--- src/sv/sgfr_pkg.sv ---
`default_nettype none
package sgfr_pkg;

  localparam int DEF_SCREEN_WIDTH  = 128;
  localparam int DEF_SCREEN_HEIGHT = 64;
  localparam int DEF_MAX_SCALE     = 8;

  localparam int GLYPH_COLS    = 5;
  localparam int GLYPH_ROWS    = 7;
  localparam int GLYPH_ADVANCE = 6;
  localparam int QUEUE_DEPTH   = 2;
  localparam int SCALE_W       = 5;
  localparam int KSPAN_W       = 4;
  localparam int ADDR_MAX_W    = 16;

  localparam logic [9:0] X_LIMIT = 10'd1023;

  localparam logic [1:0] CMD_CLEAR = 2'd0;
  localparam logic [1:0] CMD_DRAW  = 2'd1;
  localparam logic [1:0] CMD_READ  = 2'd2;

  localparam logic [7:0] CH_UPPER_A  = 8'h41;
  localparam logic [7:0] CH_UPPER_Z  = 8'h5A;
  localparam logic [7:0] CH_LOWER_A  = 8'h61;
  localparam logic [7:0] CH_LOWER_Z  = 8'h7A;
  localparam logic [7:0] CH_STAR     = 8'h2A;
  localparam logic [7:0] CH_SPACE    = 8'h20;
  localparam logic [7:0] CASE_OFFSET = 8'h20;

  typedef enum logic [1:0] {
    OP_CLEAR,
    OP_DRAW,
    OP_READ,
    OP_NOP
  } op_t;

  typedef logic [GLYPH_COLS-1:0][GLYPH_ROWS-1:0] glyph_t;

  typedef struct packed {
    op_t                   op;
    glyph_t                glyph;
    logic [9:0]            x;
    logic [7:0]            y;
    logic [SCALE_W-1:0]    scale;
    logic [KSPAN_W-1:0]    kmax;
    logic [9:0]            next_x;
    logic                  rd_ok;
    logic [ADDR_MAX_W-1:0] rd_addr;
  } entry_t;

  localparam logic [7:0] FONT [26][GLYPH_COLS] = '{
    '{8'h7E, 8'h09, 8'h09, 8'h09, 8'h7E}, '{8'h7F, 8'h49, 8'h49, 8'h49, 8'h36},
    '{8'h3E, 8'h41, 8'h41, 8'h41, 8'h22}, '{8'h7F, 8'h41, 8'h41, 8'h22, 8'h1C},
    '{8'h7F, 8'h49, 8'h49, 8'h49, 8'h41}, '{8'h7F, 8'h09, 8'h09, 8'h09, 8'h01},
    '{8'h3E, 8'h41, 8'h49, 8'h49, 8'h7A}, '{8'h7F, 8'h08, 8'h08, 8'h08, 8'h7F},
    '{8'h00, 8'h41, 8'h7F, 8'h41, 8'h00}, '{8'h20, 8'h40, 8'h41, 8'h3F, 8'h01},
    '{8'h7F, 8'h08, 8'h14, 8'h22, 8'h41}, '{8'h7F, 8'h40, 8'h40, 8'h40, 8'h40},
    '{8'h7F, 8'h02, 8'h0C, 8'h02, 8'h7F}, '{8'h7F, 8'h04, 8'h08, 8'h10, 8'h7F},
    '{8'h3E, 8'h41, 8'h41, 8'h41, 8'h3E}, '{8'h7F, 8'h09, 8'h09, 8'h09, 8'h06},
    '{8'h3E, 8'h41, 8'h51, 8'h21, 8'h5E}, '{8'h7F, 8'h09, 8'h19, 8'h29, 8'h46},
    '{8'h46, 8'h49, 8'h49, 8'h49, 8'h31}, '{8'h01, 8'h01, 8'h7F, 8'h01, 8'h01},
    '{8'h3F, 8'h40, 8'h40, 8'h40, 8'h3F}, '{8'h1F, 8'h20, 8'h40, 8'h20, 8'h1F},
    '{8'h7F, 8'h20, 8'h18, 8'h20, 8'h7F}, '{8'h63, 8'h14, 8'h08, 8'h14, 8'h63},
    '{8'h07, 8'h08, 8'h70, 8'h08, 8'h07}, '{8'h61, 8'h51, 8'h49, 8'h45, 8'h43}
  };

  localparam logic [7:0] STAR [GLYPH_COLS] = '{8'h04, 8'h00, 8'h7F, 8'h00, 8'h04};

  function automatic glyph_t font_glyph(input logic [4:0] idx);
    glyph_t g;
    for (int c = 0; c < GLYPH_COLS; c++) begin
      g[c] = FONT[idx][c][GLYPH_ROWS-1:0];
    end
    return g;
  endfunction

  function automatic glyph_t star_glyph();
    glyph_t g;
    for (int c = 0; c < GLYPH_COLS; c++) begin
      g[c] = STAR[c][GLYPH_ROWS-1:0];
    end
    return g;
  endfunction

endpackage
`default_nettype wire

--- src/sv/sgfr_queue.sv ---
`default_nettype none
module sgfr_queue #(
  parameter int DEPTH = sgfr_pkg::QUEUE_DEPTH
) (
  input  wire logic             clk,
  input  wire logic             rst_n,
  input  wire logic             push,
  input  wire sgfr_pkg::entry_t push_entry,
  input  wire logic             pop,
  output logic                  full,
  output logic                  empty,
  output sgfr_pkg::entry_t      head
);
  import sgfr_pkg::*;

  localparam int PW = (DEPTH > 1) ? $clog2(DEPTH) : 1;
  localparam int CW = $clog2(DEPTH + 1);

  entry_t          slots_r [DEPTH];
  logic [PW-1:0]   wp_r;
  logic [PW-1:0]   wp_nxt;
  logic [PW-1:0]   rp_r;
  logic [PW-1:0]   rp_nxt;
  logic [CW-1:0]   cnt_r;
  logic [CW-1:0]   cnt_nxt;

  assign full  = (cnt_r == CW'(DEPTH));
  assign empty = (cnt_r == '0);
  assign head  = slots_r[rp_r];

  always_comb begin
    wp_nxt  = wp_r;
    rp_nxt  = rp_r;
    cnt_nxt = cnt_r;
    if (push) begin
      wp_nxt = (wp_r == PW'(DEPTH - 1)) ? '0 : wp_r + PW'(1);
    end
    if (pop) begin
      rp_nxt = (rp_r == PW'(DEPTH - 1)) ? '0 : rp_r + PW'(1);
    end
    if (push && !pop) begin
      cnt_nxt = cnt_r + CW'(1);
    end else if (pop && !push) begin
      cnt_nxt = cnt_r - CW'(1);
    end
  end

  always_ff @(posedge clk) begin
    if (!rst_n) begin
      wp_r  <= '0;
      rp_r  <= '0;
      cnt_r <= '0;
    end else begin
      wp_r  <= wp_nxt;
      rp_r  <= rp_nxt;
      cnt_r <= cnt_nxt;
    end
  end

  always_ff @(posedge clk) begin
    if (push) begin
      slots_r[wp_r] <= push_entry;
    end
  end

  a_no_push_full: assert property (@(posedge clk) disable iff (!rst_n) full |-> !push)
    else $error("push into full queue");
  a_no_pop_empty: assert property (@(posedge clk) disable iff (!rst_n) empty |-> !pop)
    else $error("pop from empty queue");

endmodule
`default_nettype wire

--- config.mk ---
export PLATFORM = sky130hd
export DESIGN_NAME = sgfr_queue
export DESIGN_NICKNAME = d
export VERILOG_FILES = /design/src/sv/sgfr_pkg.sv /design/src/sv/sgfr_queue.sv
export SDC_FILE = /design/constraint.sdc
export NUM_CORES = 1
export LEC_CHECK = 0
export BUFFER_PORTS_ARGS = -buffer_cell sky130_fd_sc_hd__buf_2
export CAP_MARGIN = 40
export CORE_UTILIZATION = 30
export DETAILED_ROUTE_END_ITERATION = 10
export GPL_TIMING_DRIVEN = 0
export PLACE_DENSITY_LB_ADDON = 0.25
export RECOVER_POWER = 100
export SYNTH_ARGS = -nofsm -noshare
export SYNTH_HDL_FRONTEND = slang
export SYNTH_SLANG_ARGS = --single-unit
--- constraint.sdc ---
create_clock -name clk -period 4.98 [get_ports clk]
set_input_delay 0.747 -clock clk [delete_from_list [all_inputs] [get_ports clk]]
set_output_delay 0.747 -clock clk [all_outputs]
set_load 0.01 [all_outputs]
After elaboration in Yosys (flattened, before gate mapping)

Memory sizes are Yosys's and may differ from the RTL's. A register that Yosys moved wholly into a read port is not among the register bits.
Index checks and enable logic that the tools add are counted.

Flip-flop bits (word level): 4
Latch bits: 0
Memory bits (writable): 182
ROM bits: 0
Input port bits: 95
Output and inout bits: 93
Word-level logic and storage cells: 23
Memories: 1

Memories:

| name    | depth | width | read ports | clocked after memory_dff | wr ports | RTL line         | RTL |
|---|---|---|---|---|---|---|---|
| slots_r | 2     | 91    | 1          | 1                        | 1        | sgfr_queue.sv:19 | `entry_t slots_r [DEPTH];` |

$add $sub $neg: 4
Multiply operators: 0
Divide/modulo/power cells: 0
Magnitude comparators: 0
Equality and inequality tests: 1
Shifts and indexed selects: 0
Mux-type cells: 8
Bitwise operators: 0
Reductions and logical operators: 6

Operators with widths:

| operator                                                           | number |
|---|---|
| 1-bit 2-to-1 mux                                                   | 6 |
| 2-bit 2-to-1 mux                                                   | 2 |
| 1-bit adder, second input constant                                 | 2 |
| 2-bit by 1-bit adder with 2-bit output, second input constant      | 1 |
| 2-bit equality test, second input constant                         | 1 |
| 1-bit logical AND                                                  | 2 |
| 1-bit logical NOT                                                  | 2 |
| 2-bit logical NOT                                                  | 1 |
| 2-bit nonzero test                                                 | 1 |
| 2-bit by 1-bit subtractor with 2-bit output, second input constant | 1 |

Logic depth before layout (Yosys ltp)

Gate-level depths: netlist (run 1).

Word-level depth: 4
Depth in mapped cells: 5
Gate-level depth less buffers: 5

Worst setup path before layout (run 1)

OpenSTA, ideal clock, no wires.

Kind: input -> register
Start: input push
End: memory slots_r[0][0] in the netlist's numbering, enable pin
Setup time: 553 ps
Data arrival time: 4,746 ps
Required time: 4,427 ps
Path slack: -318 ps
Stages: 1
Path buffers: 0
Cells stage by stage: nor2b_1

Cells in the longest elaborated chain, start to end: 2

RTL lines:

| element                                | RTL line         | RTL |
|---|---|---|
| from (decl)                            | sgfr_queue.sv:7  | `input wire logic push,` |
| 1-bit 2-to-1 mux                       | sgfr_queue.sv:61 | `if (push) begin` |
| 1-bit 2-to-1 mux (implied by the code) | sgfr_queue.sv:62 | `slots_r[wp_r] <= push_entry;` |
| to (decl)                              | sgfr_queue.sv:19 |  |

Every way passes these cells.

Final worst setup path (run 1)

Start: input push
End: memory slots_r[1][15] in the netlist's numbering, enable pin

Same word-level chain as after synthesis.

==> reports/qor.yml, run 1 <==
run_status: "finished, violations left"
violations: "DRC, capacitance limit, slew limit"
clock_root_buffer: "sky130_fd_sc_hd__clkbuf_16"
clock-sinks: 187
clock_tree.htree_level_count: 4
yosys_cell_types: 17
hpwl_um: 8660
yosysMostFrequentCell: "sky130_fd_sc_hd__edfxtp_1"
final_core_utilization: 0.389
whs_endpoint: "slots_r[1][25]"
clock_buffers_created_by_tritoncts: 17
worst_slack_ps: 1650
slew_headroom: -1.06
drive_gt1_frac: 0.364
final_hold_viol_count: 0
crit_arrival_ps: 3420
ys_warn_count: 0
yosys.area_share.xor_xnor: 0.00385
hold_depth: 1
final-max-slew-violation-count: 66
grt_util_all_layers: 0.117
post-cts-setup-buffer-count: 0
r2r-start: "wp_r"
clk_pin_slew_worst_paths_ps: 70
reg2reg_depth: 2
fin_tns_setup_ps: 0
grt_first_pass_wirelength_um: 20500
setup_repair_after_global_routing_missed_its_margin: "false"
clock_latency_ps: 420
hold_ws_ps: 509
area_growth_syn_to_layout_pct: 25.7
cap_viol_max_count: 2
post-place-ws_ps: 2340
synth.top_cells.by_area: "sky130_fd_sc_hd__edfxtp_1 80%, sky130_fd_sc_hd__mux2_2 15%, sky130_fd_sc_hd__buf_6 1.5%"
skew_ps: 9.58
tritoncts: "done"
fp.dieW_um: 153
grt_overflow: 0
buffer_ports.inserted: 187
power_per_cell_area_nw_per_um2: 415
wl_um: 13100
power.ir.vdd_worst_uv: 238
most_instantiated_cells_after_synthesis: "182 x sky130_fd_sc_hd__edfxtp_1, 91 x sky130_fd_sc_hd__mux2_2, 9 x sky130_fd_sc_hd__buf_6"
detail_route.first_pass.iterations: 9
resized_cells_post_cts: 0
max_clock_freq_mhz: 301
synth_sequential_area_ratio: 0.816
fin_area_um2: 8570
postSynthAreaPerCell_um2: 22.4
critical_path.startpoint_type: "input port"
via_per_inst: 4.26
yosysTopAreaCellShare: 0.802
synth_enable_flop_cells: 182
synth.net_count: 401
io_pins: 188
global_route.usage.met2: 0.201
die_h_um: 153
final_nets: 611
design.core.area_um2: 22000
number_of_design_rule_violations_left_after_detail_routing: 10
antenna_violating_nets_post_route: 0
hp-start: "push_entry[25]"
pin_count_of_the_biggest_net_entering_global_routing: 52
regToRegSetupSlack_ps: 1740
synth_fa_ha_area_frac: 0.00184
report.final.setup_viol: 0
reg2reg_to: "slots_r[1][15]"
wl_per_cell_um: 16.2
cellLeakagePower_nw: 2.89
required_ps: 5070
floorplan.initialDensity: 0.310
endpoint_kind: "register"
antennaDiodeCount: 0
met1_usage_grt: 0.128
placed_cell_area_um2: 8200
critical_path_peak_fanout: 51
timing.final.crit_share: 0.668
setup.worst_path.class: "in2reg"
hold_path.class: "in2reg"
timing.final.crit_period_ps: 3330
gr-max-usage-layer: "met2"
async_flop_share: 0
drt_iter0_drc: 153
worst_setup_path_startpoint: "push"
largest_buffer_count_on_any_clock_path: 2
grt_use_met3: 0.0532
synth_mux_area_frac: 0.150
synth_top_flop_cell: "sky130_fd_sc_hd__edfxtp_1"
synthSimpleGateAreaFrac: 0.00826
gp_congestion: 0.693
grt_antenna_before_repair: 0
core.rowCount: 54
main_combinational_cell_family_by_area_after_synthesis: "multiplexers"
compound_gate_portion_of_the_synthesized_area: 0.00294
synth_seq_cells: 187
post_synth_instance_area_um2: 6820
worst_slew_pin_slew_ps: 3080
grt_pass1_vias: 3883
cts.hold.buffers_added: 0
syn_inst: 305
synth_top_area_cell: "sky130_fd_sc_hd__edfxtp_1"
vias: 3441
design.die.area_um2: 23300
==> routing by layer <==
layer  vias up  part of all wire
met5         -                 0
met4         0            0.0092
met3         9             0.084
met2       115              0.50
met1      1691              0.40
li1       1626                 -
==> where the power goes <==
group | internal (mW) | switching [mW] | leakage, nW
clock network | 0.794 | 0.582 | 0.284
logic | 0.150 | 0.190 | 0.858
registers | 1.82 | 0.0182 | 1.75
==> worst max path at each step <==
stage               cells past startpoint  slack (ps)             end
floorplan                               1        1400   slots_r[0][0]
global placement                        2        -170  slots_r[0][50]
detailed placement                      5        2340  slots_r[0][41]
CTS                                     4        2490        head[24]
global route                            3        1280  slots_r[1][14]
finish                                  3        1650  slots_r[1][15]
==> final cells by class <==
| type | count | area (um2) |
|---|---|---|
| fill | 2082 | 13500 |
| multi-input combinational | 107 | 1140 |
| timing repair buffer | 191 | 877 |
| buffer | 10 | 37.5 |
| clock buffer | 19 | 433 |
| tap | 280 | 350 |
| clock inverter | 13 | 161 |
| sequential | 187 | 5570 |
| inverter | 1 | 3.75 |
==> state kept, by name, indices dropped and copies added (netlist names), named ones only <==
signal,cells
slots_r,182
wp_r,1
cnt_r,2
rp_r,1
==> per-stage QoR <==
step / cells / power, mW
6_report: 808 / 3.55
5_1_grt: 808 / 3.70
4_1_cts: 808 / 3.64
3_5_place_dp: 776 / 2.25
3_3_place_gp: 772 / 2.24
2_1_floorplan: 305 / 2.08
==> cells by family (layout without fill, tap and decap cells) <==
family,after synthesis,after routing
AO/OA/AOI/OAI,3,3
XOR/XNOR,3,3
adder cells (fa/ha/maj),1,1
buffers and inverters,11,234
flip-flops,187,187
multiplexers,91,91
AND/OR/NAND/NOR,9,9
==> worst max-delay path, cell delays in order <==
cell	delay [ps]
sky130_fd_sc_hd__buf_2	110
sky130_fd_sc_hd__and2_0	2220
sky130_fd_sc_hd__buf_16	320
==> placed cells by master (no fill, tap or decap) <==
cell	Yosys	routed
sky130_fd_sc_hd__ha_1	1	1
sky130_fd_sc_hd__inv_6	0	4
sky130_fd_sc_hd__clkbuf_1	0	129
sky130_fd_sc_hd__and2b_2	1	1
sky130_fd_sc_hd__mux2_1	0	2
sky130_fd_sc_hd__and2_1	4	1
sky130_fd_sc_hd__o21ai_0	1	1
sky130_fd_sc_hd__dfxtp_1	5	5
sky130_fd_sc_hd__xnor2_1	1	1
sky130_fd_sc_hd__clkinvlp_4	0	2
sky130_fd_sc_hd__nor2b_1	2	2
sky130_fd_sc_hd__buf_2	0	70
sky130_fd_sc_hd__xor2_1	2	2
sky130_fd_sc_hd__clkinv_4	0	1
sky130_fd_sc_hd__clkinv_2	0	1
sky130_fd_sc_hd__a21boi_0	0	1
sky130_fd_sc_hd__or3_1	1	1
sky130_fd_sc_hd__buf_16	0	1
sky130_fd_sc_hd__bufinv_16	0	3
sky130_fd_sc_hd__mux2_2	91	89
sky130_fd_sc_hd__buf_12	0	3
sky130_fd_sc_hd__o21a_1	1	1
sky130_fd_sc_hd__and2_0	0	3
sky130_fd_sc_hd__edfxtp_1	182	182
sky130_fd_sc_hd__clkinv_1	0	2
sky130_fd_sc_hd__inv_1	1	1
sky130_fd_sc_hd__clkbuf_16	0	17
sky130_fd_sc_hd__nor2_1	1	1
No activity file was read; power rests on OpenSTA's default activity.
==> run 2, diff against run 1 <==
- clock period: 4.98 -> 2.9 ns (I/O delays scaled with it)
==> run 2 against run 1 <==
Effect of this change: the run ends with DRC left; highest routed layer unchanged; cell count decreased by 0.25%; critical path depth rose by 1; sequential cell count unchanged; largest power group unchanged; via count is 1.2% higher; first-iteration DRC count decreased by 33%; power increased by 75%; combinational power is 73% higher; largest cell class unchanged; final area grew 0.50%; sequential power rose by 71%; setup slack lost 1200 ps.
==> reports/qor.yml, run 2 (synthesis gave the netlist of run 1 again) <==
run_status: "finished, violations left"
violations: "DRC"
layout.cells.most_common_list: "182 x sky130_fd_sc_hd__edfxtp_1, 127 x sky130_fd_sc_hd__clkbuf_1, 90 x sky130_fd_sc_hd__mux2_2"
vias: 3484  # +1.2%
placed_cell_area_um2: 8200  # unchanged
power_per_cell_area_nw_per_um2: 721  # +74%
antennaDiodeCount: 0  # unchanged
clock_buffers_created_by_tritoncts: 17  # unchanged
wl_per_cell_um: 16.2  # +0.42%
floorplan.initialDensity: 0.310  # unchanged
reg2reg_depth: 3  # +1
gp_congestion: 0.653  # -5.8%
antenna_violating_nets_post_route: 0  # unchanged
hp-start: "push_entry[63]"
max_clock_freq_mhz: 410
area_growth_syn_to_layout_pct: 26.3
largest_register_ffs: 182  # unchanged
final-max-slew-violation-count: 0  # -100%
fp.dieW_um: 153  # unchanged
timing.final.crit_period_ps: 2440
hold_depth: 1  # unchanged
setup_repair_after_global_routing_missed_its_margin: "false"
path_common_cell: "sky130_fd_sc_hd__clkbuf_1"
fin_area_um2: 8610  # +0.50%
via_per_inst: 4.32  # +1.5%
tritoncts: "done"
design.core.area_um2: 22000  # unchanged
largest_buffer_count_on_any_clock_path: 2  # unchanged
timing.final.crit_share: 0.840
wl_um: 13100  # +0.18%
hold_path.class: "in2reg"
setup.worst_path.class: "reg2out"
cap_viol_max_count: 0  # -2
most_frequent_standard_cell_in_the_layout_excluding_fill_and_tap_cells: "sky130_fd_sc_hd__edfxtp_1"
clk_pin_slew_worst_paths_ps: 70  # about the same
final_nets: 611  # unchanged
die_h_um: 153  # unchanged
slew_headroom: 0.159  # +1.22
drive_gt1_frac: 0.375  # +0.0109
cellLeakagePower_nw: 2.92  # +0.90%
skew_ps: 12.5  # +2.88 ps
clock-sinks: 187  # unchanged
max_flop_register: "slots_r"
critical_path.startpoint_type: "register"
worst_slew_pin_slew_ps: 1260  # -1830 ps
post-cts-setup-buffer-count: 0  # unchanged
final_hold_viol_count: 0  # unchanged
regArea_um2: 5570  # unchanged
grt_first_pass_wirelength_um: 19900  # -3.0%
drt_iter0_drc: 103  # -33%
clock_tree.htree_level_count: 4  # unchanged
io_pins: 188  # unchanged
hpwl_um: 8710  # +0.60%
resized_cells_post_cts: 0  # unchanged
cp_cell_sequence: "buf_4 -> clkbuf_1 -> mux2_2 -> clkbuf_1"
multi_input_comb_area_um2: 1140  # +0.33%
crit_arrival_ps: 2000  # -1420 ps
layout_top_registers: "slots_r (182), cnt_r (2)"
r2r-start: "wp_r"
critical-path-slowest-cell: "sky130_fd_sc_hd__clkbuf_1"
critical_path_peak_fanout: 10  # -80%
core.rowCount: 54  # unchanged
cts.hold.buffers_added: 0  # unchanged
grt_pass1_vias: 3780  # -2.7%
clock_root_buffer: "sky130_fd_sc_hd__clkbuf_16"
whs_endpoint: "slots_r[0][63]"
cp_slowest_stage_delay_ps: 510  # -1710 ps
clock_latency_ps: 430  # about the same
power.ir.vdd_worst_uv: 322  # +35%
grt_util_all_layers: 0.114  # -0.00251
number_of_design_rule_violations_left_after_detail_routing: 10  # unchanged
design.die.area_um2: 23300  # unchanged
detail_route.first_pass.iterations: 7  # -2
final.fill_count: 2104  # +1.1%
endpoint_kind: "output pin"
crit_buf_inv: 3  # +1
report.final.setup_viol: 0  # unchanged
grt_antenna_before_repair: 0  # unchanged
cp_top_family: "buffers and inverters"
design_power_total_mw: 6.21  # +75%
buffer_ports.inserted: 187  # unchanged
required_ps: 2470  # -2600 ps
pin_count_of_the_biggest_net_entering_global_routing: 48  # -7.7%
regToRegSetupSlack_ps: 810  # -930 ps
grt_overflow: 0  # unchanged
reg2reg_to: "slots_r[0][50]"
-- run 2: worst max path at each step --
stage                     to  cells past startpoint
3_3_place_gp   slots_r[0][6]                      2
2_1_floorplan  slots_r[0][0]                      1
4_1_cts             head[57]                      4
3_5_place_dp   slots_r[0][3]                      4
5_1_grt             head[66]                      4
6_report            head[61]                      4
-- run 2: stage by stage --
stage / setup WS (ps) / setup TNS, ps / util / std cells / hold slack [ps]
floorplan: 649 / 0 / - / 305 / 466
global placement: -256 / -22770 / 0.368 / 772 / 482
detailed placement: 869 / 0 / 0.372 / 776 / 519
CTS: 698 / 0 / 0.400 / 806 / 169
global route: 352 / 0 / 0.391 / 806 / 169
finish: 464 / 0 / 0.391 / 806 / 195
-- run 2: area by class of cell --
type                       count  area share
buffer                        10     0.00654
clock buffer                  18      0.0498
clock inverter                12      0.0218
inverter                       1    0.000436
multi-input combinational    107       0.133
sequential                   187       0.646
tap                          280      0.0407
timing repair buffer         191       0.102
-- run 2: power by group --
| part | leakage [nW] | switching [mW] | internal [mW] |
|---|---|---|---|
| Sequential | 1.75 | 0.0316 | 3.12 |
| Combinational | 0.869 | 0.326 | 0.262 |
| Clock | 0.299 | 1.02 | 1.45 |
| Total | 2.92 | 1.37 | 4.83 |
-- run 2: per-layer routing --
layer  vias to the layer above  GRT usage  wire length [um]
met1                      1731      0.121              5170
met3                        14     0.0461              1040
met5                         -          0                 0
li1                       1623          -                 -
met4                         0     0.0457               157
met2                       116      0.201              6720
