<file path="src/sv/sgfr_pkg.sv">
`default_nettype none
package sgfr_pkg;

  localparam int DEF_SCREEN_WIDTH  = 128;
  localparam int DEF_SCREEN_HEIGHT = 64;
  localparam int DEF_MAX_SCALE     = 8;

  localparam int GLYPH_COLS    = 5;
  localparam int GLYPH_ROWS    = 7;
  localparam int GLYPH_ADVANCE = 6;
  localparam int QUEUE_DEPTH   = 2;
  localparam int SCALE_W       = 5;
  localparam int KSPAN_W       = 4;
  localparam int ADDR_MAX_W    = 16;

  localparam logic [9:0] X_LIMIT = 10'd1023;

  localparam logic [1:0] CMD_CLEAR = 2'd0;
  localparam logic [1:0] CMD_DRAW  = 2'd1;
  localparam logic [1:0] CMD_READ  = 2'd2;

  localparam logic [7:0] CH_UPPER_A  = 8'h41;
  localparam logic [7:0] CH_UPPER_Z  = 8'h5A;
  localparam logic [7:0] CH_LOWER_A  = 8'h61;
  localparam logic [7:0] CH_LOWER_Z  = 8'h7A;
  localparam logic [7:0] CH_STAR     = 8'h2A;
  localparam logic [7:0] CH_SPACE    = 8'h20;
  localparam logic [7:0] CASE_OFFSET = 8'h20;

  typedef enum logic [1:0] {
    OP_CLEAR,
    OP_DRAW,
    OP_READ,
    OP_NOP
  } op_t;

  typedef logic [GLYPH_COLS-1:0][GLYPH_ROWS-1:0] glyph_t;

  typedef struct packed {
    op_t                   op;
    glyph_t                glyph;
    logic [9:0]            x;
    logic [7:0]            y;
    logic [SCALE_W-1:0]    scale;
    logic [KSPAN_W-1:0]    kmax;
    logic [9:0]            next_x;
    logic                  rd_ok;
    logic [ADDR_MAX_W-1:0] rd_addr;
  } entry_t;

  localparam logic [7:0] FONT [26][GLYPH_COLS] = '{
    '{8'h7E, 8'h09, 8'h09, 8'h09, 8'h7E}, '{8'h7F, 8'h49, 8'h49, 8'h49, 8'h36},
    '{8'h3E, 8'h41, 8'h41, 8'h41, 8'h22}, '{8'h7F, 8'h41, 8'h41, 8'h22, 8'h1C},
    '{8'h7F, 8'h49, 8'h49, 8'h49, 8'h41}, '{8'h7F, 8'h09, 8'h09, 8'h09, 8'h01},
    '{8'h3E, 8'h41, 8'h49, 8'h49, 8'h7A}, '{8'h7F, 8'h08, 8'h08, 8'h08, 8'h7F},
    '{8'h00, 8'h41, 8'h7F, 8'h41, 8'h00}, '{8'h20, 8'h40, 8'h41, 8'h3F, 8'h01},
    '{8'h7F, 8'h08, 8'h14, 8'h22, 8'h41}, '{8'h7F, 8'h40, 8'h40, 8'h40, 8'h40},
    '{8'h7F, 8'h02, 8'h0C, 8'h02, 8'h7F}, '{8'h7F, 8'h04, 8'h08, 8'h10, 8'h7F},
    '{8'h3E, 8'h41, 8'h41, 8'h41, 8'h3E}, '{8'h7F, 8'h09, 8'h09, 8'h09, 8'h06},
    '{8'h3E, 8'h41, 8'h51, 8'h21, 8'h5E}, '{8'h7F, 8'h09, 8'h19, 8'h29, 8'h46},
    '{8'h46, 8'h49, 8'h49, 8'h49, 8'h31}, '{8'h01, 8'h01, 8'h7F, 8'h01, 8'h01},
    '{8'h3F, 8'h40, 8'h40, 8'h40, 8'h3F}, '{8'h1F, 8'h20, 8'h40, 8'h20, 8'h1F},
    '{8'h7F, 8'h20, 8'h18, 8'h20, 8'h7F}, '{8'h63, 8'h14, 8'h08, 8'h14, 8'h63},
    '{8'h07, 8'h08, 8'h70, 8'h08, 8'h07}, '{8'h61, 8'h51, 8'h49, 8'h45, 8'h43}
  };

  localparam logic [7:0] STAR [GLYPH_COLS] = '{8'h04, 8'h00, 8'h7F, 8'h00, 8'h04};

  function automatic glyph_t font_glyph(input logic [4:0] idx);
    glyph_t g;
    for (int c = 0; c < GLYPH_COLS; c++) begin
      g[c] = FONT[idx][c][GLYPH_ROWS-1:0];
    end
    return g;
  endfunction

  function automatic glyph_t star_glyph();
    glyph_t g;
    for (int c = 0; c < GLYPH_COLS; c++) begin
      g[c] = STAR[c][GLYPH_ROWS-1:0];
    end
    return g;
  endfunction

endpackage
`default_nettype wire

</file>
<file path="src/sv/sgfr_front.sv">
`default_nettype none
module sgfr_front #(
  parameter int SCREEN_WIDTH  = sgfr_pkg::DEF_SCREEN_WIDTH,
  parameter int SCREEN_HEIGHT = sgfr_pkg::DEF_SCREEN_HEIGHT,
  parameter int MAX_SCALE     = sgfr_pkg::DEF_MAX_SCALE
) (
  input  wire logic             start,
  input  wire logic [1:0]       in_cmd,
  input  wire logic [7:0]       in_char_code,
  input  wire logic [9:0]       in_x_pos,
  input  wire logic [7:0]       in_y_pos,
  input  wire logic [3:0]       in_scale,
  input  wire logic [6:0]       in_read_column,
  input  wire logic [2:0]       in_read_page,
  input  wire logic             q_full,
  input  wire logic             init_busy,
  output logic                  busy,
  output logic                  push,
  output sgfr_pkg::entry_t      push_entry
);
  import sgfr_pkg::*;

  localparam int PAGES = (SCREEN_HEIGHT + 7) / 8;

  logic [SCALE_W-1:0] s_raw;
  logic [SCALE_W-1:0] s_n;
  logic [7:0]         ch;
  logic               is_letter;
  logic               is_star;
  logic               is_space;
  logic [4:0]         font_idx;
  logic [10:0]        nx_sum;
  logic [9:0]         nx_adv;
  logic [6:0]         span_end;
  logic               rd_ok;

  assign busy = q_full | init_busy;
  assign push = start & ~busy;

  always_comb begin
    s_raw = SCALE_W'(in_scale);
    priority if (s_raw == '0) begin
      s_n = SCALE_W'(1);
    end else if (s_raw > SCALE_W'(MAX_SCALE)) begin
      s_n = SCALE_W'(MAX_SCALE);
    end else begin
      s_n = s_raw;
    end

    if (in_char_code >= CH_LOWER_A && in_char_code <= CH_LOWER_Z) begin
      ch = in_char_code - CASE_OFFSET;
    end else begin
      ch = in_char_code;
    end
    is_letter = (ch >= CH_UPPER_A) && (ch <= CH_UPPER_Z);
    is_star   = (ch == CH_STAR);
    is_space  = (ch == CH_SPACE);
    font_idx  = is_letter ? 5'(ch - CH_UPPER_A) : 5'd0;

    nx_sum = 11'(in_x_pos) + 11'(s_n) * 11'(GLYPH_ADVANCE);
    if (!(is_letter || is_star || is_space)) begin
      nx_adv = in_x_pos;
    end else if (nx_sum > 11'(X_LIMIT)) begin
      nx_adv = X_LIMIT;
    end else begin
      nx_adv = nx_sum[9:0];
    end

    span_end = 7'(in_y_pos[2:0]) + 7'(s_n) * 7'(GLYPH_ROWS) - 7'd1;
    rd_ok    = (11'(in_read_column) < 11'(SCREEN_WIDTH)) && (7'(in_read_page) < 7'(PAGES));

    push_entry.glyph   = is_letter ? font_glyph(font_idx) : star_glyph();
    push_entry.x       = in_x_pos;
    push_entry.y       = in_y_pos;
    push_entry.scale   = s_n;
    push_entry.kmax    = KSPAN_W'(span_end >> 3);
    push_entry.rd_ok   = rd_ok;
    push_entry.rd_addr = ADDR_MAX_W'(int'(in_read_page) * SCREEN_WIDTH + int'(in_read_column));

    unique case (in_cmd)
      CMD_CLEAR: begin
        push_entry.op     = OP_CLEAR;
        push_entry.next_x = '0;
      end
      CMD_DRAW: begin
        push_entry.op     = (is_letter || is_star) ? OP_DRAW : OP_NOP;
        push_entry.next_x = nx_adv;
      end
      CMD_READ: begin
        push_entry.op     = OP_READ;
        push_entry.next_x = '0;
      end
      default: begin
        push_entry.op     = OP_NOP;
        push_entry.next_x = '0;
      end
    endcase
  end

endmodule
`default_nettype wire

</file>
<file path="config.mk">
export PLATFORM = sky130hd
export DESIGN_NAME = sgfr_front
export DESIGN_NICKNAME = d
export VERILOG_FILES = /design/src/sv/sgfr_pkg.sv /design/src/sv/sgfr_front.sv
export SDC_FILE = /design/constraint.sdc
export NUM_CORES = 1
export LEC_CHECK = 0
export BUFFER_PORTS_ARGS = -buffer_cell sky130_fd_sc_hd__clkbuf_2
export CAP_MARGIN = 10
export CORE_MARGIN = 4
export CORE_UTILIZATION = 53
export DETAILED_ROUTE_END_ITERATION = 7
export GPL_TIMING_DRIVEN = 0
export PLACE_DENSITY = 0.91
export SETUP_SLACK_MARGIN = 0.05
export SYNTH_ARGS = -nofsm -noshare
export SYNTH_HDL_FRONTEND = slang
export SYNTH_SLANG_ARGS = --single-unit
</file>
<file path="constraint.sdc">
create_clock -name vclk -period 16.7
set_clock_uncertainty 0.05 [all_clocks]
set_input_delay 5.01 -clock vclk [all_inputs]
set_output_delay 5.01 -clock vclk [all_outputs]
set_load 0.02 [all_outputs]
</file>
### Word level (Yosys, flattened, before mapping)

Memories as Yosys holds them, arrays and structs flattened.
Cells that the tools add are included.

| storage, ports and cells | value |
|---|---|
| register bits | 0 |
| bits of input ports | 45 |
| memories kept | 1 |
| bits in read-only memories | 1,280 |

| cells by class | value |
|---|---|
| $lt $le $gt $ge | 7 |
| eq/ne operators | 4 |
| bitwise gates (word level) | 4 |
| multipliers | 2 |
| $add $sub $neg | 6 |
| reductions and logical operators | 6 |
| mux-type cells | 12 |

Memory list:

| name | words | bits a word | rd ports | clocked after Yosys merged registers in | write ports | RTL line | text |
|---|---|---|---|---|---|---|---|
| (no name shown) | 32 | 40 | 1 | 0 | 0 | sgfr_pkg.sv:72 | `g[c] = FONT[idx][c][GLYPH_ROWS-1:0];` |

Operators by type and width:

| cell | count |
|---|---|
| 39-bit 2-to-1 mux | 2 |
| 35-bit 2-to-1 mux | 1 |
| 10-bit 2-to-1 mux | 3 |
| 8-bit by 6-bit == test with 1-bit output, second input constant | 2 |
| 8-bit by 7-bit greater-or-equal comparator with 1-bit output, second input constant | 2 |
| 8-bit by 7-bit <= comparator with 1-bit output, second input constant | 2 |
| 10-bit by 7-bit adder with 11-bit output | 1 |
| 10-bit by 8-bit adder with 11-bit output | 1 |
| 11-bit by 10-bit greater-than comparator with 1-bit output, second input constant | 1 |
| 5-bit 2-to-1 mux | 2 |
| 8-bit 2-to-1 mux | 1 |
| 8-bit by 6-bit subtractor with 8-bit output, second input constant | 1 |
| 3-bit by 7-bit adder with 7-bit output | 1 |
| 5-bit by 2-bit multiplier with 7-bit output, second input constant | 1 |
| 5-bit by 3-bit multiplier with 7-bit output, second input constant | 1 |
| 7-bit by 1-bit subtractor with 7-bit output, second input constant | 1 |
| 6-bit greater-or-equal comparator, second input constant | 1 |
| 5-bit inverter with 6-bit output | 1 |
| 2-bit case mux with 3 select lines | 1 |
| 5-bit by 1-bit subtractor with 5-bit output, second input constant | 1 |
| 4-bit greater-than comparator, second input constant | 1 |
| 4-bit logical NOT | 1 |
| 4-bit 2-to-1 mux | 1 |
| 2-bit by 1-bit == test with 1-bit output, second input constant | 1 |
| 8 further kinds | 10 |

### Depth between registers and ports, before layout

Gate-level depths: netlist of run 1.

| logic depth | value |
|---|---|
| depth in word-level cells | 11 |
| gate-level depth with buffers | 16 |
| depth with buffers taken out | 13 |

### Worst setup path before layout of run 1

OpenSTA, ideal clock, no wires.

| timing path | value |
|---|---|
| path kind | input port to output port |
| start | in in_scale[2] |
| end | out push_entry[19] (netlist bit) |
| stages | 12 |
| buffers on the path | 1 |
| setup slack | 3.310 ns |
| data required time | 11.640 ns |
| data arrival time | 8.330 ns |
| path through | o21ba_2 -> nor2_1 -> ha_1 -> inv_1 -> fa_1 -> xor2_1 -> ha_1 -> o211ai_1 -> o211a_1 -> or3_1 -> clkbuf_1 -> a311oi_1 |

RTL lines:

| element | RTL line | text |
|---|---|---|
| from (decl) | sgfr_front.sv:12 | `input wire logic [3:0] in_scale,` |
| to (decl) | sgfr_front.sv:19 | `output sgfr_pkg::entry_t push_entry` |

==> qor.yml, run 1 <==
floorplan:
  rows: 25
  dieWidth_um: 80.1
  die_y_um: 80.1
  start_util_pct: 56.5
  die-area_um2: 6420
  io_pins: 138
  design.core.area_um2: 4880
yosys:
  netlist_instances: 402
  yosysTopAreaCell: "ha_1"
  synthAdderAreaFrac_pct: 18.3
  netlist_area_um2: 2760
  avgSynthCellArea_um2: 6.86
  muxShareOfSynthArea_pct: 2.72
  ys_top_cells_by_area: "ha_1 (15%), buf_4 (11%), a21oi_1 (6.2%)"
  synth-simple-area-share_pct: 23.0
  synth_xor_area_share_pct: 5.67
  synth_compound_area_share_pct: 30.5
  synth_top_area_share_pct: 15.4
  yosysSeqAreaShare_pct: 0
  synth_top_family_by_area: "compound AO/OA/AOI/OAI gates"
  ys_types: 68
  ys_warn_count: 0
worst_setup_path:
  crit_start: "in_char_code[0]"
  start_kind: "primary input"
  arrival_ns: 9.07
  crit_type: "in -> out"
  cp-end-kind: "primary output"
  cp_max_fo: 10
  cp.required_ns: 11.64
routing:
  wl_um: 9240
  drtPass1Iterations: 7
  vias_per_cell: 5.69
  drc: 0
  num_vias: 3350
  first_iter_violations: 204
  antenna_left: 0
  wl_per_cell_um: 15.7
sta:
  tns_ns: 0
  finalSetupViolations: 0
  hold_viol: 0
  maxSlewHeadroom_pct: 37.8
  finalCritPeriodShare_pct: 84.6
  fin_crit_ns: 14.13
  holdWs_ns: 10.20
  worst_pin_slew_ns: 0.925
  fmax_mhz: 70.8
  rsz0062_at_grt: "no"
  slew_violations: 0
power_and_ir_drop:
  p_per_area_nw_per_um2: 39.3
  peakVddDrop_v: 0.0000338
  total_power_mw: 0.135
  power.leakage_nw: 1.74
layout:
  regArea_um2: 0
  diodes: 0
  drive_gt1_share_pct: 36.0
  area_growth_pct: 24.6
  nFlopsAndLatches: 0
  nets: 607
  clkbuf_count: 0
place:
  numPortBuffers: 114
  place.gp.congestion: 1.01
  post-dp-hpwl_um: 7430
global_route:
  grt_pass1_wl_um: 14300
  grt_overflow: 0
  grt.total_usage_pct: 26.9
  grt_max_degree: 11
  first_global_vias: 3077
  antenna_found_initial: 0
clock_network:
  postCtsSetupRepairBufs: 0
  cts_hold_buffers: 0
  cts_resized: 0
run:
  drv_cap: 0
worst_hold_path:
  holdPathStages: 2
  hp-class: "in -> out"
  hp-start: "in_y_pos[5]"
status:
  status: "complete, no violations"
[Yosys cell counts (6+ instances only)]
cell / n
buf_4: 42
nor2_1: 39
a21oi_1: 34
ha_1: 34
nand2_1: 32
inv_1: 29
o21ai_0: 20
nand3_1: 12
clkbuf_1: 11
nor3_1: 10
xnor2_1: 9
a31oi_1: 7
buf_2: 7
o211ai_1: 7
xor2_1: 7
nand2b_1: 6
[where the power goes]
group,internal (mW),switching (mW)
Combinational,0.0502,0.0848
Sequential,0,0
Clock,0,0
[worst max-delay path: stages]
cell       delay [ns]
clkbuf_2         0.16
clkbuf_1         0.40
inv_1            0.30
ha_1             0.27
buf_4            0.17
or4b_4           0.22
o2111ai_4        0.14
or2_1            0.24
buf_4            0.18
nor2_1           0.27
inv_1            0.16
ha_1             0.30
mux2_2           0.29
nand3b_1         0.08
nand3_1          0.11
a2111oi_2        0.43
o21ai_0          0.16
clkbuf_2         0.18
[area by class of cell]
| class | count | area (µm²) |
|---|---|---|
| Fill cell | 409 | 1450 |
| Buffer | 64 | 429 |
| Timing Repair Buffer | 114 | 571 |
| Tap cell | 67 | 83.8 |
| Multi-Input combinational cell | 315 | 2240 |
| Inverter | 29 | 109 |
[per-layer routing]
layer / global-route usage, % / share of wire, %
met5: 0 / 0
met4: 6.93 / 2.9
met3: 2.13 / 9.9
met2: 48.7 / 48
met1: 34.0 / 39
[kinds of logic (layout without fill, tap and decap cells)]
| group | count (synthesis) | count (layout) |
|---|---|---|
| fa+ha+maj | 38 | 38 |
| other cells | 2 | 8 |
| mux | 6 | 6 |
| buf+inv | 93 | 207 |
| simple gates | 129 | 129 |
| xor+xnor | 17 | 17 |
| compound gates | 117 | 117 |
[metrics by stage]
| stage | setup WS, ns | instance area, µm² | cells | utilization (%) |
|---|---|---|---|---|
| floorplan | 3.31 | 2780 | 408 | - |
| global placement | 2.70 | 3430 | 589 | 70.4 |
| detailed placement | 2.68 | 3430 | 589 | 70.4 |
| CTS | 2.66 | 3430 | 589 | 70.4 |
| global route | 2.34 | 3430 | 589 | 70.4 |
| finish | 2.57 | 3430 | 589 | 70.4 |
[placed cells by master (no fill, tap or decap), types with 4 or more instances in the layout]
| cell type | instances |
|---|---|
| inv_1 | 29 |
| nand3_1 | 12 |
| buf_2 | 7 |
| conb_1 | 8 |
| o21ai_0 | 20 |
| a211oi_1 | 4 |
| xor2_1 | 7 |
| buf_4 | 42 |
| clkbuf_2 | 114 |
| clkbuf_1 | 11 |
| nand2_1 | 32 |
| o211ai_1 | 7 |
| ha_1 | 34 |
| nor3_1 | 10 |
| nand2b_1 | 6 |
| xnor2_1 | 9 |
| fa_1 | 4 |
| a21oi_1 | 34 |
| or3_1 | 5 |
| nor2_1 | 39 |
| a31oi_1 | 7 |
[final timing paths]
path	endpoint	slack, ns
worst max-delay path	push_entry[74]	2.57
worst min-delay path	push_entry[41]	10.20
Power figures use the tool's default switching activity.
==> inputs of run 2 (changes only) <==
CORE_UTILIZATION = 44   (was 53)
PLACE_DENSITY = 0.81   (was 0.91)
clock period = 12.05 ns   (was 16.7 ns; I/O delays follow)
==> run 2 against run 1 <==
Against the previous run:
- flip-flop and latch count did not move
- worst setup slack got worse by 1.9 ns
- highest routed layer unchanged
- first-iteration DRC count fell by 30%
- critical path type unchanged
- largest cell class unchanged
- critical path depth did not move
- combinational power rose by 37%
==> qor.yml, run 2 (same netlist as run 1, synthesis figures left out) <==
global_route:
  grt_pass1_wl_um: 14600  # +2.2%
  grt.total_usage_pct: 23.1  # -3.8 points
  grt_overflow: 0  # unchanged
  grt_max_degree: 11  # unchanged
  first_global_vias: 3141  # +2.1%
  antenna_found_initial: 0  # unchanged
sta:
  tns_ns: 0  # unchanged
  setup_ws_ns: 0.635  # -1.93 ns
  maxSlewHeadroom_pct: 38.1  # +0.31 points
  fmax_mhz: 87.6
  holdWs_ns: 7.40  # -2.79 ns
  finalSetupViolations: 0  # unchanged
  rsz0062_at_grt: "no"
  hold_viol: 0  # unchanged
  finalCritPeriodShare_pct: 94.7
  slew_violations: 0  # unchanged
  worst_pin_slew_ns: 0.921  # -0.00463 ns
  fin_crit_ns: 11.42
power_and_ir_drop:
  combPwrFrac_pct: 100.0  # about the same
  switching_share_pct: 62.5  # -0.34 points
  p_seq_share_pct: 0  # unchanged
  p_int_mw: 0.0695  # +38%
  peakVddDrop_v: 0.0000471  # +39%
  power.leakage_nw: 1.74  # unchanged
  p_per_area_nw_per_um2: 53.8  # +37%
  total_power_mw: 0.185  # +37%
  p_clk_share_pct: 0  # unchanged
  switchingPower_mw: 0.116  # +36%
layout:
  area_growth_pct: 24.9
  final_core_util_pct: 57.5  # -13 points
  diodes: 0  # unchanged
  drive_gt1_share_pct: 36.0  # unchanged
  layout_common_cells: "clkbuf_2 (114), buf_4 (42), nor2_1 (39)"
  clkbuf_count: 0  # unchanged
  nFlopsAndLatches: 0  # unchanged
  nets: 607  # unchanged
  n_fill_cell: 588  # +44%
  final_common_cell: "clkbuf_2"
  regArea_um2: 0  # unchanged
worst_hold_path:
  hp-class: "in -> out"
place:
  numPortBuffers: 114  # unchanged
  place.gp.congestion: 1.05  # +3.6%
  dp_slack_ns: 0.701  # -1.98 ns
  post-dp-hpwl_um: 7210  # -3.0%
routing:
  wl_per_cell_um: 15.1  # -3.7%
  first_iter_violations: 143  # -30%
  wl_um: 9020  # -2.4%
  num_vias: 3287  # -1.9%
  drc: 0  # unchanged
  vias_per_cell: 5.51  # -3.2%
  antenna_left: 0  # unchanged
  drtPass1Iterations: 5  # -2
worst_setup_path:
  start_kind: "primary input"
  cp.required_ns: 8.38  # -3.26 ns
  crit_type: "in -> out"
  cp_top_family: "buffers and inverters"
  cp-end-kind: "primary output"
  crit_buf_inv: 7  # unchanged
  cp_slowest_cell: "a2111oi_2"
  critPathMaxStageDelay_ns: 0.46  # +0.03 ns
  path_cells: "clkbuf_2 -> clkbuf_1 -> inv_1 -> ha_1 -> buf_4 -> or4b_4 -> o2111ai_4 -> or2_1 -> buf_4 -> nor2_1 -> inv_1 -> ha_1 -> mux2_2 -> nand3b_1 -> nand3_1 -> a2111oi_2 -> o21ai_0 -> clkbuf_2"
  arrival_ns: 7.75  # -1.32 ns
  cp_max_fo: 10  # unchanged
floorplan:
  die-area_um2: 7600  # +18%
  design.core.area_um2: 5990  # +23%
  dieWidth_um: 87.2  # +8.8%
  start_util_pct: 46.0  # -10 points
  die_y_um: 87.2  # +8.8%
  io_pins: 138  # unchanged
  rows: 28  # +12%
clock_network:
  cts_resized: 0  # unchanged
  postCtsSetupRepairBufs: 0  # unchanged
  cts_hold_buffers: 0  # unchanged
run:
  drv_cap: 0  # unchanged
status:
  status: "complete, no violations"
run 2: cell counts in the layout (fill, tap and decap cells not counted):
No cell type changed its count.
run 2: final timing paths:
| kind | startpoint | to | slack [ns] | cells past startpoint |
|---|---|---|---|---|
| setup / recovery | in_char_code[0] | push_entry[74] | 0.63 | 18 |
| hold / removal | in_y_pos[4] | push_entry[40] | 7.40 | 2 |
run 2: power by group through the flow:
stage	sequential (mW)	clock (mW)	combinational, mW
2_1_floorplan	0	0	0.132
3_3_place_gp	0	0	0.180
3_5_place_dp	0	0	0.182
4_1_cts	0	0	0.183
5_1_grt	0	0	0.203
6_report	0	0	0.185
run 2: routing by layer:
| metal | vias up | global-route usage, % | routed length [µm] | share of wire [%] |
|---|---|---|---|---|
| met5 | - | 0 | 0 | 0 |
| met4 | 0 | 7.95 | 194 | 2.2 |
| met3 | 27 | 1.99 | 884 | 9.8 |
| met2 | 187 | 40.6 | 4320 | 48 |
| met1 | 1453 | 29.3 | 3620 | 40 |
| li1 | 1620 | - | - | - |
run 2: area by class of cell:
class,count,area [µm²],area share [%]
multi-input combinational,315,2240,65.1
timing repair buffer,114,571,16.6
buffer,64,429,12.5
inverter,29,109,3.16
tap,75,93.8,2.73
run 2: through the flow:
| step | instances | instance area (µm²) |
|---|---|---|
| 4_1_cts | 597 | 3440 |
| 3_3_place_gp | 597 | 3440 |
| 6_report | 597 | 3440 |
| 5_1_grt | 597 | 3440 |
| 3_5_place_dp | 597 | 3440 |
| 2_1_floorplan | 408 | 2780 |
==> inputs of run 3 (changes only) <==
BUFFER_PORTS_ARGS = not set   (was -buffer_cell sky130_fd_sc_hd__clkbuf_2)
CORE_UTILIZATION = 55   (was 44)
DONT_BUFFER_PORTS = 1   (was not set)
PLACE_DENSITY = 0.73   (was 0.81)
==> run 3 against run 2 <==
Against the previous run:
- sequential share of layout area unchanged
- die area down 18%
- global-route usage grew 3.1 points
- wire length is 5.3% lower
- cell count down 20%
- worst hold slack worse by 0.11 ns
- critical endpoint is now push_entry[81]
- largest cell class unchanged
- largest power group unchanged
==> qor.yml, run 3 (same netlist as run 1, synthesis figures left out) <==
worst_setup_path:
  cp.required_ns: 8.38  # about the same
  cp_slowest_cell: "o21ai_0"
  cp_top_family: "simple AND/OR/NAND/NOR gates"
  crit_type: "in -> out"
  path_depth: 15  # -3
  start_kind: "primary input"
  path_cells: "clkbuf_1 -> inv_1 -> ha_1 -> buf_4 -> or4b_4 -> o2111ai_4 -> or2_1 -> buf_4 -> nor2_1 -> inv_1 -> ha_1 -> or4bb_1 -> nand3_1 -> a221oi_1 -> o21ai_0"
  cp-end-kind: "primary output"
  cp_max_fo: 10  # unchanged
  crit_buf_inv: 5  # -2
  critPathMaxStageDelay_ns: 0.61  # +0.15 ns
  arrival_ns: 7.57  # -0.18 ns
sta:
  fmax_mhz: 89.0  # +1.6%
  finalSetupViolations: 0  # unchanged
  tns_ns: 0  # unchanged
  finalCritPeriodShare_pct: 93.2  # -1.5 points
  maxSlewHeadroom_pct: 36.1  # -2.0 points
  fin_crit_ns: 11.24  # -0.180 ns
  hold_viol: 0  # unchanged
  worst_pin_slew_ns: 0.950  # +0.0298 ns
  rsz0062_at_grt: "no"
  slew_violations: 0  # unchanged
power_and_ir_drop:
  p_per_area_nw_per_um2: 55.8  # +3.8%
  peakVddDrop_v: 0.0000240  # -49%
  power.leakage_nw: 1.25  # -28%
  total_power_mw: 0.160  # -14%
clock_network:
  cts_resized: 0  # unchanged
  cts_hold_buffers: 0  # unchanged
  postCtsSetupRepairBufs: 0  # unchanged
worst_hold_path:
  hold_end: "push_entry[39]"
  hp-start: "in_y_pos[3]"
  hp-class: "in -> out"
  holdPathStages: 1  # -1
global_route:
  antenna_found_initial: 0  # unchanged
  first_global_vias: 2736  # -13%
  grt.total_usage_pct: 26.2  # +3.1 points
  grt_max_degree: 11  # unchanged
  grt_overflow: 0  # unchanged
  grt_pass1_wl_um: 13500  # -7.6%
routing:
  num_vias: 2929  # -11%
  drc: 0  # unchanged
  wl_per_cell_um: 18.0  # +19%
  wl_um: 8550  # -5.3%
  vias_per_cell: 6.17  # +12%
  first_iter_violations: 196  # +37%
  drtPass1Iterations: 5  # unchanged
  antenna_left: 0  # unchanged
layout:
  regArea_um2: 0  # unchanged
  area_growth_pct: 3.86
  diodes: 0  # unchanged
  nFlopsAndLatches: 0  # unchanged
  layout_common_cells: "buf_4 (42), nor2_1 (39), a21oi_1 (34), ha_1 (34), nand2_1 (32)"
  nets: 493  # -19%
  n_fill_cell: 497  # -15%
  clkbuf_count: 0  # unchanged
  drive_gt1_share_pct: 18.1  # -18 points
  final_common_cell: "buf_4"
place:
  place.gp.congestion: 0.965  # -8.1%
  numPortBuffers: 0  # -100%
  post-dp-hpwl_um: 6840  # -5.0%
run:
  drv_cap: 0  # unchanged
floorplan:
  die-area_um2: 6210  # -18%
  die_y_um: 78.8  # -9.6%
  dieWidth_um: 78.8  # -9.6%
  start_util_pct: 57.6  # +12 points
  rows: 25  # -11%
  design.core.area_um2: 4790  # -20%
  io_pins: 138  # unchanged
status:
  status: "complete, no violations"
## run 3: cell count changes in the layout (fill, tap and decap cells not counted)
cell / previous run / this run
clkbuf_2: 114 / 0
## run 3: cell type report
type,count,area [µm²],share of cell area (%)
Inverter,29,109,3.80
Multi-Input combinational cell,315,2240,78.3
Tap cell,67,83.8,2.93
Buffer,64,429,15.0
## run 3: worst max path at each step
stage,startpoint,end,slack (ns)
2_1_floorplan,in_scale[2],push_entry[19],1.45
3_3_place_gp,in_char_code[0],push_entry[81],0.85
3_5_place_dp,in_char_code[0],push_entry[81],0.87
4_1_cts,in_char_code[0],push_entry[81],0.88
5_1_grt,in_char_code[0],push_entry[74],0.50
6_report,in_char_code[0],push_entry[81],0.81
## run 3: report_power, final
| group | internal (mW) | switching, mW |
|---|---|---|
| combinational | 0.0541 | 0.106 |
| sequential | 0 | 0 |
| clock | 0 | 0 |
| total | 0.0541 | 0.106 |
## run 3: layer usage
metal | vias up | wire length, µm | part of all wire (%) | GRT usage, %
met5 | - | 0 | 0 | 0
met4 | 0 | 127 | 1.5 | 5.77
met3 | 16 | 1030 | 12 | 4.76
met2 | 186 | 4000 | 47 | 45.4
met1 | 1337 | 3390 | 40 | 33.6
li1 | 1390 | - | - | -
## run 3: through the flow
stage	cells	utilization (%)	hold slack (ns)	setup WS, ns	instance area, µm²
3_5_place_dp	475	59.8	7.30	0.871	2860
2_1_floorplan	408	-	7.29	1.45	2780
4_1_cts	475	59.8	7.30	0.876	2860
3_3_place_gp	475	59.8	7.30	0.851	2860
5_1_grt	475	59.8	7.30	0.503	2860
6_report	475	59.8	7.29	0.815	2860
